`config.mk`:
```
export PLATFORM = sky130hd
export DESIGN_NAME = ir_pulse_frame_decoder_core_flat
export DESIGN_NICKNAME = d
export VERILOG_FILES = /design/src/rtl/irpfd_pkg.sv /design/src/rtl/irpfd_pulse_if.sv /design/src/rtl/irpfd_result_if.sv /design/src/rtl/irpfd_width_class.sv /design/src/rtl/irpfd_cmd_map.sv /design/src/rtl/ir_pulse_frame_decoder_core.sv /design/src/flat_wrapper.sv
export SDC_FILE = /design/constraint.sdc
export NUM_CORES = 1
export LEC_CHECK = 0
export BUFFER_PORTS_ARGS = -buffer_cell sky130_fd_sc_hd__buf_2
export CAP_MARGIN = 5
export CORE_UTILIZATION = 35
export CTS_BUF_LIST = sky130_fd_sc_hd__clkbuf_4 sky130_fd_sc_hd__clkbuf_8 sky130_fd_sc_hd__clkbuf_16
export CTS_CLUSTER_SIZE = 24
export DETAILED_ROUTE_END_ITERATION = 10
export GPL_ROUTABILITY_DRIVEN = 0
export GPL_TIMING_DRIVEN = 0
export MAX_ROUTING_LAYER = met4
export PLACE_DENSITY = 0.62
export SLEW_MARGIN = 20
export SYNTH_ARGS = -nofsm -noshare
export SYNTH_HDL_FRONTEND = slang
export SYNTH_SLANG_ARGS = --single-unit
```
`constraint.sdc`:
```
create_clock -name clk -period 5.1 [get_ports clk]
set_input_delay 0.51 -clock clk [delete_from_list [all_inputs] [get_ports clk]]
set_output_delay 0.51 -clock clk [all_outputs]
set_load 0.1 [all_outputs]
```
`src/rtl/irpfd_pkg.sv`:
```
// Shared types and constants for the IR pulse frame decoder.
// No dependencies; every other file imports this package.
package irpfd_pkg;

	localparam int unsigned WidthW   = 16;
	localparam int unsigned CodeW    = 32;
	localparam int unsigned CmdW     = 8;
	localparam int unsigned ActW     = 4;
	localparam int unsigned KeyW     = 4;
	localparam int unsigned BitCntW  = 5;
	localparam int unsigned CmdLsb   = 8;

	// Pulse width windows, in timer ticks (inclusive)
	localparam logic [WidthW-1:0] StartLo  = 16'd1236;
	localparam logic [WidthW-1:0] StartHi  = 16'd1444;
	localparam logic [WidthW-1:0] ZeroLo   = 16'd80;
	localparam logic [WidthW-1:0] ZeroHi   = 16'd160;
	localparam logic [WidthW-1:0] OneLo    = 16'd180;
	localparam logic [WidthW-1:0] OneHi    = 16'd250;
	localparam logic [WidthW-1:0] GapALo   = 16'd3500;
	localparam logic [WidthW-1:0] GapAHi   = 16'd4500;
	localparam logic [WidthW-1:0] GapBLo   = 16'd9350;
	localparam logic [WidthW-1:0] GapBHi   = 16'd9820;
	localparam logic [WidthW-1:0] RptLo    = 16'd1110;
	localparam logic [WidthW-1:0] RptHi    = 16'd1130;

	localparam logic [BitCntW-1:0] LastBit = 5'd31;

	typedef enum logic [ActW-1:0] {
		ACT_TOGGLE     = 4'd0,
		ACT_VOLTAGE    = 4'd1,
		ACT_TEMP_CLOCK = 4'd2,
		ACT_DATE       = 4'd3,
		ACT_TEMP       = 4'd4,
		ACT_COUNTER    = 4'd5,
		ACT_POMO       = 4'd6,
		ACT_POMO_BREAK = 4'd7,
		ACT_POMO_REST  = 4'd8,
		ACT_KEY        = 4'd9,
		ACT_PRESS      = 4'd10,
		ACT_INVALID    = 4'd11
	} action_t;

	typedef enum logic [1:0] {
		ST_IDLE,
		ST_BITS,
		ST_GAP
	} state_t;

	// Which windows a pulse width falls in
	typedef struct packed {
		logic is_start;
		logic is_zero;
		logic is_one;
		logic is_gap;
		logic is_rpt;
	} width_class_t;

	// Decoded command byte
	typedef struct packed {
		action_t             action;
		logic [KeyW-1:0]     key_value;
	} cmd_dec_t;

endpackage

```
`src/rtl/irpfd_pulse_if.sv`:
```
// Request channel carrying one measured pulse width.
// Depends on irpfd_pkg.
interface irpfd_pulse_if import irpfd_pkg::*; ();
	logic              valid;
	logic              ready;
	logic [WidthW-1:0] pulse_width;

	modport source (output valid, output pulse_width, input ready);
	modport sink   (input valid, input pulse_width, output ready);
endinterface

```
`src/rtl/irpfd_result_if.sv`:
```
// Result channel carrying one decoded event.
// Depends on irpfd_pkg.
interface irpfd_result_if import irpfd_pkg::*; ();
	logic             valid;
	logic             ready;
	logic [ActW-1:0]  action;
	logic [KeyW-1:0]  key_value;
	logic [CmdW-1:0]  command_byte;
	logic [CodeW-1:0] frame_code;

	modport source (output valid, output action, output key_value, output command_byte,
		output frame_code, input ready);
	modport sink   (input valid, input action, input key_value, input command_byte,
		input frame_code, output ready);
endinterface

```
`src/rtl/irpfd_width_class.sv`:
```
// Pulse width window compares; feeds the input register.
// Depends on irpfd_pkg.
module irpfd_width_class import irpfd_pkg::*; (
	input  logic [WidthW-1:0] width,
	output width_class_t      cls
);

	// Inclusive window checks
	always_comb begin
		cls.is_start = (width >= StartLo) && (width <= StartHi);
		cls.is_zero  = (width >= ZeroLo)  && (width <= ZeroHi);
		cls.is_one   = (width >= OneLo)   && (width <= OneHi);
		cls.is_gap   = ((width >= GapALo) && (width <= GapAHi)) ||
		               ((width >= GapBLo) && (width <= GapBHi));
		cls.is_rpt   = (width >= RptLo)   && (width <= RptHi);
	end

endmodule

```
`src/rtl/irpfd_cmd_map.sv`:
```
// Fixed command byte table: byte to action code and key digit.
// Depends on irpfd_pkg.
module irpfd_cmd_map import irpfd_pkg::*; (
	input  logic [CmdW-1:0] cmd,
	output cmd_dec_t        dec
);

	// Unknown bytes decode as invalid
	always_comb begin
		dec.key_value = '0;
		case (cmd)
			8'hA2: dec.action = ACT_TOGGLE;
			8'h62: dec.action = ACT_VOLTAGE;
			8'hE2: dec.action = ACT_TEMP_CLOCK;
			8'h22: dec.action = ACT_DATE;
			8'h02: dec.action = ACT_TEMP;
			8'hC2: dec.action = ACT_COUNTER;
			8'hE0: dec.action = ACT_POMO;
			8'hA8: dec.action = ACT_POMO_BREAK;
			8'h90: dec.action = ACT_POMO_REST;
			8'h68: dec.action = ACT_KEY;
			8'h98: begin dec.action = ACT_KEY; dec.key_value = 4'd10; end
			8'hB0: begin dec.action = ACT_KEY; dec.key_value = 4'd11; end
			8'h30: begin dec.action = ACT_KEY; dec.key_value = 4'd1; end
			8'h18: begin dec.action = ACT_KEY; dec.key_value = 4'd2; end
			8'h7A: begin dec.action = ACT_KEY; dec.key_value = 4'd3; end
			8'h10: begin dec.action = ACT_KEY; dec.key_value = 4'd4; end
			8'h38: begin dec.action = ACT_KEY; dec.key_value = 4'd5; end
			8'h5A: begin dec.action = ACT_KEY; dec.key_value = 4'd6; end
			8'h42: begin dec.action = ACT_KEY; dec.key_value = 4'd7; end
			8'h4A: begin dec.action = ACT_KEY; dec.key_value = 4'd8; end
			8'h52: begin dec.action = ACT_KEY; dec.key_value = 4'd9; end
			default: dec.action = ACT_INVALID;
		endcase
	end

endmodule

```
`src/rtl/ir_pulse_frame_decoder_core.sv`:
```
// IR pulse frame decoder top level: input register, frame state machine, result register.
// Depends on irpfd_pkg, irpfd_pulse_if, irpfd_result_if, irpfd_width_class, irpfd_cmd_map.
//
// Takes one pulse width per request and accepts a new request every clock cycle while pulse
// ready is high. A width is classified into its windows as it enters the input register;
// the frame state machine then consumes it from there and, when a frame or repeat completes,
// loads the result register. Pulse ready drops only while the result register holds an
// untaken result and the input register is full.
module ir_pulse_frame_decoder_core import irpfd_pkg::*; (
	input  logic           clk,
	input  logic           arst_n,
	irpfd_pulse_if.sink    pulse,
	irpfd_result_if.source result
);

	width_class_t      cls_in;
	width_class_t      cls_s1;
	logic              valid_s1;
	logic              adv;

	state_t            state_q, state_d;
	logic [BitCntW-1:0] bit_cnt_q, bit_cnt_d;
	logic [CodeW-1:0]  shift_q, shift_d;
	logic              rep_q, rep_d;
	logic              emit_frame, emit_press;

	cmd_dec_t          dec;

	logic              out_valid_q;
	action_t           out_action_q;
	logic [KeyW-1:0]   out_key_q;
	logic [CodeW-1:0]  out_code_q;

	irpfd_width_class u_class (
		.width (pulse.pulse_width),
		.cls   (cls_in)
	);

	// Stage 1 moves on whenever the result register is free or being emptied
	assign adv         = !out_valid_q || result.ready;
	assign pulse.ready = !valid_s1 || adv;

	// Input register
	always_ff @(posedge clk or negedge arst_n) begin
		if (!arst_n) begin
			valid_s1 <= 1'b0;
		end else if (pulse.ready) begin
			valid_s1 <= pulse.valid;
		end
	end

	always_ff @(posedge clk) begin
		if (pulse.ready && pulse.valid) begin
			cls_s1 <= cls_in;
		end
	end

	// Next state of the frame machine
	always_comb begin
		state_d   = state_q;
		bit_cnt_d = bit_cnt_q;
		shift_d   = shift_q;
		rep_d     = rep_q;
		case (state_q)
			ST_IDLE: begin
				if (cls_s1.is_start) begin
					state_d   = ST_BITS;
					bit_cnt_d = '0;
					shift_d   = '0;
					rep_d     = 1'b0;
				end else if (rep_q && cls_s1.is_gap) begin
					state_d = ST_GAP;
				end else begin
					rep_d = 1'b0;
				end
			end
			ST_BITS: begin
				if (cls_s1.is_zero || cls_s1.is_one) begin
					shift_d = {shift_q[CodeW-2:0], cls_s1.is_one};
					if (bit_cnt_q == LastBit) begin
						state_d   = ST_IDLE;
						bit_cnt_d = '0;
						rep_d     = 1'b1;
					end else begin
						bit_cnt_d = bit_cnt_q + 1'b1;
					end
				end else begin
					state_d   = ST_IDLE;
					bit_cnt_d = '0;
				end
			end
			ST_GAP: begin
				state_d = ST_IDLE;
				if (cls_s1.is_rpt) begin
					rep_d = 1'b1;
				end
			end
			default: begin
				state_d   = ST_IDLE;
				bit_cnt_d = '0;
			end
		endcase
	end

	// Result strobes of the frame machine
	always_comb begin
		emit_frame = 1'b0;
		emit_press = 1'b0;
		case (state_q)
			ST_BITS: emit_frame = (cls_s1.is_zero || cls_s1.is_one) && (bit_cnt_q == LastBit);
			ST_GAP:  emit_press = cls_s1.is_rpt;
			default: begin
				emit_frame = 1'b0;
				emit_press = 1'b0;
			end
		endcase
	end

	irpfd_cmd_map u_cmd (
		.cmd (shift_d[CmdLsb +: CmdW]),
		.dec (dec)
	);

	// Frame state registers
	always_ff @(posedge clk or negedge arst_n) begin
		if (!arst_n) begin
			state_q   <= ST_IDLE;
			bit_cnt_q <= '0;
			shift_q   <= '0;
			rep_q     <= 1'b0;
		end else if (valid_s1 && adv) begin
			state_q   <= state_d;
			bit_cnt_q <= bit_cnt_d;
			shift_q   <= shift_d;
			rep_q     <= rep_d;
		end
	end

	// Result register: valid
	always_ff @(posedge clk or negedge arst_n) begin
		if (!arst_n) begin
			out_valid_q <= 1'b0;
		end else if (adv) begin
			out_valid_q <= valid_s1 && (emit_frame || emit_press);
		end
	end

	// Result register: payload
	always_ff @(posedge clk) begin
		if (adv && valid_s1 && (emit_frame || emit_press)) begin
			out_action_q <= emit_press ? ACT_PRESS : dec.action;
			out_key_q    <= emit_press ? '0 : dec.key_value;
			out_code_q   <= shift_d;
		end
	end

	assign result.valid        = out_valid_q;
	assign result.action       = out_action_q;
	assign result.key_value    = out_key_q;
	assign result.command_byte = out_code_q[CmdLsb +: CmdW];
	assign result.frame_code   = out_code_q;

	// A new result always comes from an item that sat in stage 1
	a_result_from_s1: assert property (@(posedge clk) disable iff (!arst_n)
		$rose(out_valid_q) |-> $past(valid_s1))
		else $error("result appeared without a stage-1 item");

	// The gap state is only reachable with the repeat flag armed
	a_gap_needs_rep: assert property (@(posedge clk) disable iff (!arst_n)
		(state_q == ST_GAP) |-> rep_q)
		else $error("gap state without repeat flag");

	// Bit counter is parked at zero outside a frame
	a_cnt_idle: assert property (@(posedge clk) disable iff (!arst_n)
		(state_q != ST_BITS) |-> (bit_cnt_q == '0))
		else $error("bit counter nonzero outside frame");

	// Key digit is only carried by key results
	a_key_only_on_key: assert property (@(posedge clk) disable iff (!arst_n)
		(out_valid_q && out_key_q != '0) |-> (out_action_q == ACT_KEY))
		else $error("key value on non-key result");

	// A completed frame always arms the repeat flag
	a_frame_arms_rep: assert property (@(posedge clk) disable iff (!arst_n)
		(valid_s1 && adv && emit_frame) |=> rep_q)
		else $error("repeat flag not armed after frame");

endmodule
```
`src/flat_wrapper.sv`:
```
// flat-port wrapper written by rule: the top's interface ports become plain ports
module ir_pulse_frame_decoder_core_flat import irpfd_pkg::*;
  (clk, arst_n, pulse_valid, pulse_pulse_width, pulse_ready, result_valid, result_action, result_key_value, result_command_byte, result_frame_code, result_ready);
  irpfd_pulse_if pulse_i ();
  irpfd_result_if result_i ();
  input  logic clk;
  input  logic arst_n;
  input wire logic [$bits(pulse_i.valid)-1:0] pulse_valid;
  input wire logic [$bits(pulse_i.pulse_width)-1:0] pulse_pulse_width;
  output wire logic [$bits(pulse_i.ready)-1:0] pulse_ready;
  output wire logic [$bits(result_i.valid)-1:0] result_valid;
  output wire logic [$bits(result_i.action)-1:0] result_action;
  output wire logic [$bits(result_i.key_value)-1:0] result_key_value;
  output wire logic [$bits(result_i.command_byte)-1:0] result_command_byte;
  output wire logic [$bits(result_i.frame_code)-1:0] result_frame_code;
  input wire logic [$bits(result_i.ready)-1:0] result_ready;
  assign pulse_i.valid = pulse_valid;
  assign pulse_i.pulse_width = pulse_pulse_width;
  assign pulse_ready = pulse_i.ready;
  assign result_valid = result_i.valid;
  assign result_action = result_i.action;
  assign result_key_value = result_i.key_value;
  assign result_command_byte = result_i.command_byte;
  assign result_frame_code = result_i.frame_code;
  assign result_i.ready = result_ready;
  ir_pulse_frame_decoder_core u_core (.clk(clk), .arst_n(arst_n), .pulse(pulse_i), .result(result_i));
endmodule
```
# Word level (Yosys, flattened, before mapping)
# Index checks and enable logic that the tools add are counted.
dict set report op_classes {
  add_sub_neg 1
  order_cmp 12
  eq_ne 31
  mux 22
  bitwise_logic 1
  n_reduce_logical 25
}
# cell n
set op_table {}
lappend op_table {{8-bit == test (second input constant)} 8}
lappend op_table {{32-bit 2-to-1 mux} 2}
lappend op_table {{32-bit case mux with 2 select lines} 1}
lappend op_table {{8-bit by 7-bit == test with 1-bit output (second input constant)} 7}
lappend op_table {{4-bit case mux with 11 select lines} 1}
lappend op_table {{4-bit case mux with 10 select lines} 1}
lappend op_table {{16-bit by 11-bit >= comparator with 1-bit output (second input constant)} 2}
lappend op_table {{16-bit by 11-bit less-or-equal comparator with 1-bit output (second input constant)} 2}
lappend op_table {{16-bit by 8-bit less-or-equal comparator with 1-bit output (second input constant)} 2}
lappend op_table {{8-bit by 6-bit == test with 1-bit output (second input constant)} 3}
lappend op_table {{8-bit by 5-bit == test with 1-bit output (second input constant)} 2}
lappend op_table {{16-bit by 12-bit >= comparator with 1-bit output (second input constant)} 1}
lappend op_table {{16-bit by 14-bit >= comparator with 1-bit output (second input constant)} 1}
lappend op_table {{16-bit by 7-bit >= comparator with 1-bit output (second input constant)} 1}
lappend op_table {{16-bit by 8-bit >= comparator with 1-bit output (second input constant)} 1}
lappend op_table {{16-bit by 13-bit less-or-equal comparator with 1-bit output (second input constant)} 1}
lappend op_table {{16-bit by 14-bit less-or-equal comparator with 1-bit output (second input constant)} 1}
lappend op_table {{5-bit 2-to-1 mux} 3}
lappend op_table {{5-bit case mux with 3 select lines} 1}
lappend op_table {{1-bit logical AND} 12}
lappend op_table {{12-bit OR reduction} 1}
lappend op_table {{8-bit by 2-bit == test with 1-bit output (second input constant)} 1}
lappend op_table {{2-bit 2-to-1 mux} 4}
lappend op_table {{2-bit by 1-bit inequality test with 1-bit output (second input constant)} 4}
lappend op_table {{other kinds (17)} 29}
dict set report word_totals {
  register_bits 87
  output_inout_bits 50
  elab_cells 106
}

# Depth between registers and ports, before layout
# Gate-level depths: netlist of run 1.
dict set report logic_depth {
  word_depth 6
  ltp_mapped 11
  ltp_nobuf 10
}

# Modules after synthesis
# From an unflattened synthesis of run 1, not the netlist that was laid out.
dict set report unflattened {
  hier_cells 385
  hier_area_um2 4473.0
}
# module n_inst cells_per_inst area_per_inst_um2
set by_module_without_submodules {}
lappend by_module_without_submodules {ir_pulse_frame_decoder_core 1 244 3537.1}
lappend by_module_without_submodules {irpfd_width_class 1 76 484.2}
lappend by_module_without_submodules {irpfd_cmd_map 1 65 451.7}

# Worst setup path before layout of run 1
# Ideal clock, no wire load.
dict set report synth_path {
  path_kind {flip-flop to flip-flop}
  startpoint {register u_core.state_q[1]}
  endpoint {register u_core.out_action_q[0], in the netlist u_core.result.action[0] (enable)}
  setup_time_ns 0.437
  t_arrival_ns 3.560
  required_ns 4.663
  slack_ns 1.103
  path_stages_with_launch 10
  n_path_buf 4
  cell_sequence {dfrtp_1 inv_1 ha_1 buf_2 o21a_1 buf_2 buf_1 clkbuf_1 a21oi_1 nor2_1}
}
dict set report synth_between {
  elab_chain_cells 4
  elab_cells_between_ends 6
  cone_classes {eq/ne (2); mux (2); reduce/logical (2)}
}
# item line_no
set synth_lines {}
lappend synth_lines {{start: declaration} ir_pulse_frame_decoder_core.sv:21} ;# state_t state_q, state_d;
lappend synth_lines {{start signal: assignment} ir_pulse_frame_decoder_core.sv:132} ;# state_q <= state_d;
lappend synth_lines {{2-bit by 1-bit == test with 1-bit output / 2-bit == test (equally long branches)} ir_pulse_frame_decoder_core.sv:109} ;# case (state_q)
lappend synth_lines {{1-bit 2-to-1 mux} ir_pulse_frame_decoder_core.sv:109}
lappend synth_lines {{1-bit logical OR *} ir_pulse_frame_decoder_core.sv:150} ;# if (adv && valid_s1 && (emit_frame || emit_press)) begin
lappend synth_lines {{1-bit logical AND *} ir_pulse_frame_decoder_core.sv:150}
lappend synth_lines {{end signal: assignment} ir_pulse_frame_decoder_core.sv:151} ;# out_action_q <= emit_press ? ACT_PRESS : dec.action;
lappend synth_lines {{end: declaration} ir_pulse_frame_decoder_core.sv:30} ;# action_t out_action_q;
# Mark *: on every way between the ends. The rest lies on a longest branch, timed or not.
# A chain may end at the register's enable or synchronous reset.

# Final worst setup path of run 1
dict set report layout_path {
  startpoint {register u_core.state_q[1]}
  endpoint {register u_core.out_code_q[26], in the netlist u_core.result.frame_code[26] (enable)}
}
dict set report layout_between {
  elab_chain_cells 4
  elab_cells_between_ends 6
  cone_classes {eq/ne (2); mux (2); reduce/logical (2)}
}
# item line_no
set layout_lines {}
lappend layout_lines {{2-bit by 1-bit == test with 1-bit output / 2-bit == test (equally long branches)} ir_pulse_frame_decoder_core.sv:109}
lappend layout_lines {{1-bit 2-to-1 mux} ir_pulse_frame_decoder_core.sv:109}
lappend layout_lines {{1-bit logical OR *} ir_pulse_frame_decoder_core.sv:150}
lappend layout_lines {{1-bit logical AND *} ir_pulse_frame_decoder_core.sv:150}
lappend layout_lines {{end signal: assignment} ir_pulse_frame_decoder_core.sv:153} ;# out_code_q <= shift_d;
lappend layout_lines {{end: declaration} ir_pulse_frame_decoder_core.sv:32} ;# logic [CodeW-1:0] out_code_q;
# Marked as above.

==> out/metrics.csv, run 1 <==
metric,value,unit
register area share after synthesis,0.513,
combinational power share,0.387,
Avg WL per Cell,15.9,um
post-synthesis simple-gate area fraction,0.160,
r2r setup slk,1570,ps
top-level I/O count,70,
"area leader, netlist",edfxtp_1,
post-synthesis cell type count,66,
Initial Util,0.365,
# hold bufs at CTS,0,
Setup crit end kind,flip-flop,
RSZ-0062 raised after global routing,no,
"Max stage delay cell, worst path",clkbuf_1,
fin crit period,3530,ps
Post-Syn Nets,457,
worst-skew pair later-pin latency,350,ps
outcome,"finished, final reports clean",
worst vdd ir,0.000242,V
Post-synth EDFFs,45,
Multi-input gate area,2080,sq um
Cells after Synth,431,
CTS tree,yes,
largest net degree at the start of global routing,43,
Final nets,539,
H-tree depth,3,
"Setup violations, final",0,
cts repair resizes,0,
adder-cell share of the synthesized area,0.0184,
core region area,12800,sq um
area grow syn2layout,19.8,%
GRT overflow,0,
crit path cell chain,"inv_1, ha_1, buf_2, o21a_1, buf_2, buf_1, clkbuf_1, a21oi_1, nor2_4, buf_16, buf_16",
final cell area excluding filler cells,5610,sq um
Hold Slack,170,ps
Area after DPL,5300,sq um
FF+latch area,2400,sq um
"Slew Viols, Final",0,
internal power,1.58,mW
Critical R2R Capture,u_core.result.frame_code[26],
total power draw,2.59,mW
WP data arrival,3590,ps
via count,3797,
Fin Clk Skew,8.04,ps
Compound-Gate Fraction of Synth Area,0.199,
initial antenna violation count,0,
Final HPWL DP,7.81,mm
worst-path maximum fanout,18,
Tcrit/Tclk final,0.692,
Die W,118,um
# Post-CTS Setup Buffers,0,
Fmax,0.283,GHz
Slew @ Worst Pin,721,ps
CTS sink cnt,87,
worst reg2reg path depth,11,
Inst Count DP,673,
synthesized cell area,4680,sq um
ys async rst share,0.483,
Post-synth top cells,"edfxtp_1, dfrtp_1, a22o_1, nand2_1, nor2_1",
number of global-route vias before repair,3607,
P_sw,1.02,mW
Yosys top cell area share,0.289,
Pwr Density,462,nW/um^2
Leak Pwr,2.38,nW
1st-iter DRT viols,189,
DRC,0,
Antenna Nets Post-Route,0,
"count leader, synth",edfxtp_1,
Worst Setup SP,u_core.state_q[1],
Worst Path Required,5160,ps
worst min path class,input pin to asynchronous set/reset pin,
Routed WL,11.0,mm
chip height,118,um
row count,41,
post-synthesis register bit count,87,
TNS Setup,0,ps
Setup WS post-layout,1570,ps
register share of total power,0.372,
fill cell count,1256,
Final Non-Filler Cells,690,
Max Cap Viol,0,
port buffer count,68,
GRT Overall Usage,0.165,
Synth Area in XOR/XNOR,0.00187,
Crit Path Class,flip-flop to flip-flop,
synth top area cells,"edfxtp_1, dfrtp_1, mux2_2",
final core occ,0.437,
post-synthesis mux area share,0.0647,
die area,13800,sq um
"Top FF cell, synth",edfxtp_1,
Clk Tree Root Cell,clkbuf_16,
synth warn,0,
router iterations before antenna repair,5,
Setup crit start kind,flip-flop,
r2r startpoint,u_core.state_q[1],
Net Sw Frac,0.392,
final hold viol count,0,
global-route wire length before repair,18.1,mm
pre-CTS setup slack,1600,ps
TritonCTS buffer count,9,
"Avg Cell Area, Syn",10.9,sq um
share of cells above drive strength 1,0.259,
largest family of logic cells by synthesized area,compound AO/OA/AOI/OAI gates,
clock network power share,0.241,
critical path endpoint,u_core.result.frame_code[26],
clock slew at reported path FFs,60,ps
vias per cell,5.50,
CTS Buffer Depth,2,
# diodes,0,
"slowest stage delay, CP",490,ps
Max-slew headroom,0.516,
## area by class of cell
cell class	count	area share
Tap cell	172	0.0384
Multi-Input combinational cell	302	0.372
Clock inverter	6	0.00759
Sequential cell	87	0.428
Clock buffer	10	0.0426
Inverter	7	0.00469
Buffer	35	0.0312
Timing Repair Buffer	71	0.0754
## worst max-delay path: cells and delay by family (launching register included)
| family | cells | cell delay [ps] |
|---|---|---|
| buffers and inverters | 7 | 1840 |
| adders and majority gates | 1 | 180 |
| and+or+nand+nor | 1 | 340 |
| AOI/OAI and AO/OA | 2 | 440 |
| DFF | 1 | 420 |
## how the worst min path moves through the flow
stage,startpoint,end
floorplan,arst_n,u_core.bit_cnt_q[0]
global placement,u_core.bit_cnt_q[4],u_core.bit_cnt_q[4]
detailed placement,u_core.bit_cnt_q[4],u_core.bit_cnt_q[4]
CTS,arst_n,u_core.shift_q[29]
global route,arst_n,u_core.shift_q[29]
finish,arst_n,u_core.shift_q[29]
## power by group through the flow
stage                     combinational [mW]  sequential (mW)  clock, mW
after floorplan                        0.681             1.03          0
final                                   1.00            0.965      0.625
after CTS                              0.988            0.963      0.637
after detailed placement               0.982            0.977          0
after global routing                    1.09            0.979      0.661
after global placement                 0.953            0.971          0
## flip-flops by register name, indices dropped and copies added, names as in the netlist
| name | flops |
|---|---|
| u_core.shift_q | 32 |
| u_core.bit_cnt_q | 5 |
| u_core.result.frame_code | 32 |
| u_core.state_q | 2 |
| u_core.result.key_value | 4 |
| u_core.cls_s1 | 5 |
| u_core.rep_q | 1 |
| u_core.result.valid | 1 |
| u_core.result.action | 4 |
| u_core.valid_s1 | 1 |
## cells by family after synthesis
| kind of cell | Yosys count |
|---|---|
| AND/OR/NAND/NOR | 139 |
| AO/OA/AOI/OAI | 128 |
| flip-flops | 87 |
| buffers and inverters | 42 |
| multiplexers | 27 |
| adder cells (fa/ha/maj) | 7 |
| XOR/XNOR | 1 |
## layout by cell type (no fill, tap or decap), types with 15 or more instances in the layout
cell       n
a21oi_1   15
a22o_1    29
buf_2     73
clkbuf_1  19
dfrtp_1   42
edfxtp_1  45
mux2_2    26
nand2_1   29
nor2_1    26
o21ai_0   24
## per-layer routing
layer | vias up | global-route usage | wire length [um]
li1 | 1825 | - | -
met1 | 1853 | 0.220 | 5130
met2 | 103 | 0.250 | 5150
met3 | 16 | 0.0252 | 464
met4 | 0 | 0.0713 | 216
met5 | - | - | 0
Power figures use the tool's default switching activity.
==> run 2, diff against run 1 <==
- clock period: 5.1 -> 3.39 ns (I/O delays scaled with it)
==> run 2 against run 1 <==
  * Fmax increased by 12%
  * First-iteration DRC count increased by 20%
  * Clock-buffer cell count increased by 1
==> out/metrics.csv, run 2 (synthesized netlist as in run 1, its figures left out) <==
metric,value,unit
"commonest non-fill, non-tap cell in the layout",buf_2,
fin crit period,3140,ps
TritonCTS buffer count,9,
router iterations before antenna repair,5,
vias per cell,5.54,
top-level I/O count,70,
CTS tree,yes,
port buffer count,68,
chip height,118,um
worst-path maximum fanout,11,
Setup WS post-layout,246,ps
Multi-input gate area,2090,sq um
clock slew at reported path FFs,60,ps
Leak Pwr,2.38,nW
WP data arrival,3140,ps
initial antenna violation count,0,
Max-slew headroom,0.354,
"Setup violations, final",0,
grt met2 use,0.252,
GRT overflow,0,
via count,3822,
Setup crit start kind,flip-flop,
FF+latch area,2400,sq um
Clk Tree Root Cell,clkbuf_16,
share of cells above drive strength 1,0.263,
global-route wire length before repair,18.0,mm
"commonest cells after routing, fill and taps aside","buf_2, edfxtp_1, dfrtp_1, nand2_1, a22o_1",
worst-skew pair later-pin latency,340,ps
"Slew Viols, Final",0,
Max Cap Viol,0,
GR Util met1,0.219,
worst min path class,input pin to asynchronous set/reset pin,
Initial Util,0.365,
total power draw,3.97,mW
Slew @ Worst Pin,969,ps
met3 Use GR,0.0320,
worst vdd ir,0.000271,V
CTS Buffer Depth,2,
pre-CTS setup slack,-250,ps
Worst Path Required,3380,ps
Final Non-Filler Cells,690,
Crit Path Class,flip-flop to flip-flop,
# hold bufs at CTS,0,
GRT Overall Usage,0.167,
Routed WL,11.0,mm
number of global-route vias before repair,3603,
largest net degree at the start of global routing,43,
row count,41,
Final nets,539,
core region area,12800,sq um
area grow syn2layout,19.9,%
Pwr Density,707,nW/um^2
die area,13800,sq um
RSZ-0062 raised after global routing,no,
fill cell count,1233,
Die W,118,um
Fin Clk Skew,6.90,ps
1st-iter DRT viols,227,
Final HPWL DP,7.65,mm
Hold Slack,153,ps
# diodes,0,
H-tree depth,3,
Fmax,0.318,GHz
CTS sink cnt,87,
final hold viol count,0,
outcome,"finished, final reports clean",
grt peak-use layer,met2,
DRC,0,
Antenna Nets Post-Route,0,
Avg WL per Cell,16.0,um
Inst Count DP,672,
Tcrit/Tclk final,0.927,
Setup crit end kind,flip-flop,
-- run 2: cell types whose count changed in the layout (fill, tap and decap cells not counted), sizes merged --
cell | previous run | this run
clkbuf | 29 | 30
clkinv | 3 | 1
buf | 87 | 86
bufinv | 0 | 1
nor2 | 27 | 28
-- run 2: what timing repair did --
item / in CTS / in global routing
buffers inserted: 0 / 1
setup endpoints to repair: 40 / 30
gates cloned: 1 / 0
resized for setup: 1 / 1
pin swaps: 1 / 1
-- run 2: through the flow --
step	utilization	TNS (ps)	area (sq um)
4_1_cts	0.435	0	5580
5_1_grt	0.437	0	5610
3_5_place_dp	0.411	-6390	5270
2_1_floorplan	-	0	4680
6_report	0.437	0	5610
3_3_place_gp	0.408	-39970	5240
-- run 2: final cells by class --
| class | count | area share |
|---|---|---|
| tap | 172 | 0.0384 |
| inverter | 7 | 0.00468 |
| multi-input combinational | 303 | 0.373 |
| clock inverter | 5 | 0.0118 |
| buffer | 35 | 0.0315 |
| sequential | 87 | 0.428 |
| clock buffer | 11 | 0.0428 |
| timing repair buffer | 70 | 0.0692 |
-- run 2: report_power, final --
group | leakage [nW] | internal, mW | total (mW) | switching, mW
registers | 0.997 | 1.32 | 1.45 | 0.128
clock network | 0.149 | 0.597 | 1.02 | 0.419
logic | 1.23 | 0.525 | 1.50 | 0.975
-- run 2: routing by layer --
metal / routed length, um / up-vias
li1: - / 1827
met1: 5010 / 1827
met2: 5150 / 145
met3: 617 / 23
met4: 248 / 0
met5: 0 / -
-- run 2: final timing paths --
check | slack (ps) | from | cells past startpoint | endpoint
worst max register to register | 250 | u_core.state_q[1] | 9 | u_core.result.frame_code[0]
worst min-delay path | 150 | arst_n | 1 | u_core.shift_q[28]
max in group asynchronous | 2640 | arst_n | 1 | u_core.shift_q[22]
worst max-delay path | 250 | u_core.state_q[1] | 9 | u_core.result.frame_code[0]
worst min register to register | 480 | u_core.bit_cnt_q[4] | 2 | u_core.bit_cnt_q[4]
min in group clk | 200 | pulse_valid | 2 | u_core.valid_s1
-- run 2: critical path: stages (launching register included) --
cell      delay (ps)
dfrtp_1          410
inv_1             90
ha_1             200
buf_2            240
o21a_1           210
buf_2            240
buf_1            390
clkbuf_2         340
a21oi_1          260
nor2_4           420
==> run 3, diff against run 2 <==
- CTS_BUF_LIST: sky130_fd_sc_hd__clkbuf_4 sky130_fd_sc_hd__clkbuf_8 sky130_fd_sc_hd__clkbuf_16 -> sky130_fd_sc_hd__clkbuf_16
==> run 3 against run 2 <==
  * Register-to-register slack lost 20 ps
  * Clock-buffer cell count fell by 2
  * Cell count is the same
  * Routed wire length is 0.24% higher
  * Via count is 0.29% higher
  * Cell area is 0.13% lower
  * Sequential power is essentially flat
  * Die area unchanged
  * First-iteration DRC count up 6.2%
  * Critical path type unchanged
==> out/metrics.csv, run 3 (synthesized netlist as in run 1, its figures left out) <==
metric,value,unit
outcome,"finished, final reports clean",
row count,41,
number of global-route vias before repair,3608,
fin crit period,3170,ps
die area,13800,sq um
area grow syn2layout,19.7,%
Fin Clk Skew,6.71,ps
Pwr Density,705,nW/um^2
Final HPWL DP,7.65,mm
Max-slew headroom,0.353,
vias per cell,5.56,
P_sw,1.52,mW
TNS Setup,0,ps
Final nets,539,
Initial Util,0.365,
# diodes,0,
"commonest non-fill, non-tap cell in the layout",buf_2,
CTS sink cnt,87,
router iterations before antenna repair,5,
GRT overflow,0,
internal power,2.42,mW
core region area,12800,sq um
Area after DPL,5270,sq um
Tcrit/Tclk final,0.934,
top-level I/O count,70,
Crit Path Class,flip-flop to flip-flop,
CTS tree,yes,
CTS Buffer Depth,2,
Setup crit end kind,flip-flop,
# hold bufs at CTS,0,
Fmax,0.316,GHz
Worst Path Required,3380,ps
Net Sw Frac,0.386,
RSZ-0062 raised after global routing,no,
GRT Overall Usage,0.167,
Setup crit start kind,flip-flop,
H-tree depth,3,
Clk Tree Root Cell,clkbuf_16,
r2r startpoint,u_core.state_q[1],
Max Cap Viol,0,
"Slew Viols, Final",0,
Antenna Nets Post-Route,0,
Routed WL,11.1,mm
worst reg2reg path depth,9,
worst min path class,input pin to asynchronous set/reset pin,
clock slew at reported path FFs,60,ps
initial antenna violation count,0,
DRC,0,
Avg WL per Cell,16.0,um
fill cell count,1235,
Die W,118,um
r2r setup slk,220,ps
clock network power share,0.252,
combinational power share,0.380,
worst vdd ir,0.000271,V
final hold viol count,0,
Critical R2R Capture,u_core.result.frame_code[0],
TritonCTS buffer count,9,
worst-path maximum fanout,11,
share of cells above drive strength 1,0.259,
worst-skew pair later-pin latency,340,ps
final cell area excluding filler cells,5600,sq um
WP data arrival,3160,ps
"Setup violations, final",0,
Leak Pwr,2.38,nW
global-route wire length before repair,18.0,mm
total power draw,3.95,mW
"commonest cells after routing, fill and taps aside","buf_2, edfxtp_1, dfrtp_1, nand2_1, a22o_1",
port buffer count,68,
largest net degree at the start of global routing,43,
1st-iter DRT viols,241,
chip height,118,um
via count,3833,
register share of total power,0.368,
Slew @ Worst Pin,971,ps
-- run 3: changes by cell type in the layout (fill, tap and decap cells not counted) --
| cell | delta |
|---|---|
| clkbuf_4 | -2 |
| inv_1 | +2 |
-- run 3: timing repair --
| item | CTS | global route |
|---|---|---|
| buffers inserted | 0 | 1 |
| gates cloned | 1 | 0 |
| gates resized for setup | 1 | 1 |
| pin swaps | 1 | 1 |
| setup endpoints to repair | 40 | 30 |
-- run 3: per-layer routing --
metal,routed length [um],share of wire,GRT usage
met1,5040,0.46,0.219
met2,5190,0.47,0.253
met3,579,0.052,0.0320
met4,240,0.022,0.0689
met5,0,0,-
-- run 3: per-stage QoR --
stage / std cells / hold WS [ps] / util / setup slack [ps]
3_5_place_dp: 672 / 468 / 0.411 / -250
3_3_place_gp: 671 / 462 / 0.408 / -1000
4_1_cts: 689 / 178 / 0.435 / 69.9
2_1_floorplan: 431 / 43.4 / - / 48.2
5_1_grt: 690 / 200 / 0.437 / 72.8
6_report: 690 / 150 / 0.437 / 224
-- run 3: cell type report --
type	instances	area (sq um)	area share
Buffer	35	176	0.0315
Timing Repair Buffer	70	388	0.0692
Inverter	7	26.3	0.00469
Clock inverter	7	73.8	0.0132
Tap cell	172	215	0.0384
Sequential cell	87	2400	0.429
Multi-Input combinational cell	303	2090	0.374
Clock buffer	9	225	0.0402
-- run 3: worst max-delay path, cell delays in order, from the launching register on --
cell      delay [ps]
dfrtp_1          420
inv_1             90
ha_1             200
buf_2            240
o21a_1           210
buf_2            240
buf_1            390
clkbuf_2         340
a21oi_1          260
nor2_4           430
-- run 3: how the worst max path moves through the flow --
stage | start | to | slack [ps] | cells after the start
finish | u_core.state_q[1] | u_core.result.frame_code[0] | 220 | 9
global route | u_core.state_q[1] | u_core.result.frame_code[0] | 70 | 9
CTS | u_core.state_q[1] | u_core.result.frame_code[0] | 70 | 9
detailed placement | u_core.state_q[1] | u_core.result.frame_code[18] | -250 | 10
global placement | u_core.state_q[1] | u_core.result.frame_code[18] | -1000 | 9
floorplan | u_core.state_q[1] | u_core.result.action[0] | 50 | 9
-- run 3: power by group through the flow --
stage	clock (mW)	sequential [mW]	combinational, mW
after global placement	0	1.46	1.44
after global routing	1.05	1.47	1.63
after floorplan	0	1.55	1.03
after detailed placement	0	1.47	1.47
final	0.996	1.45	1.50
after CTS	1.02	1.45	1.48
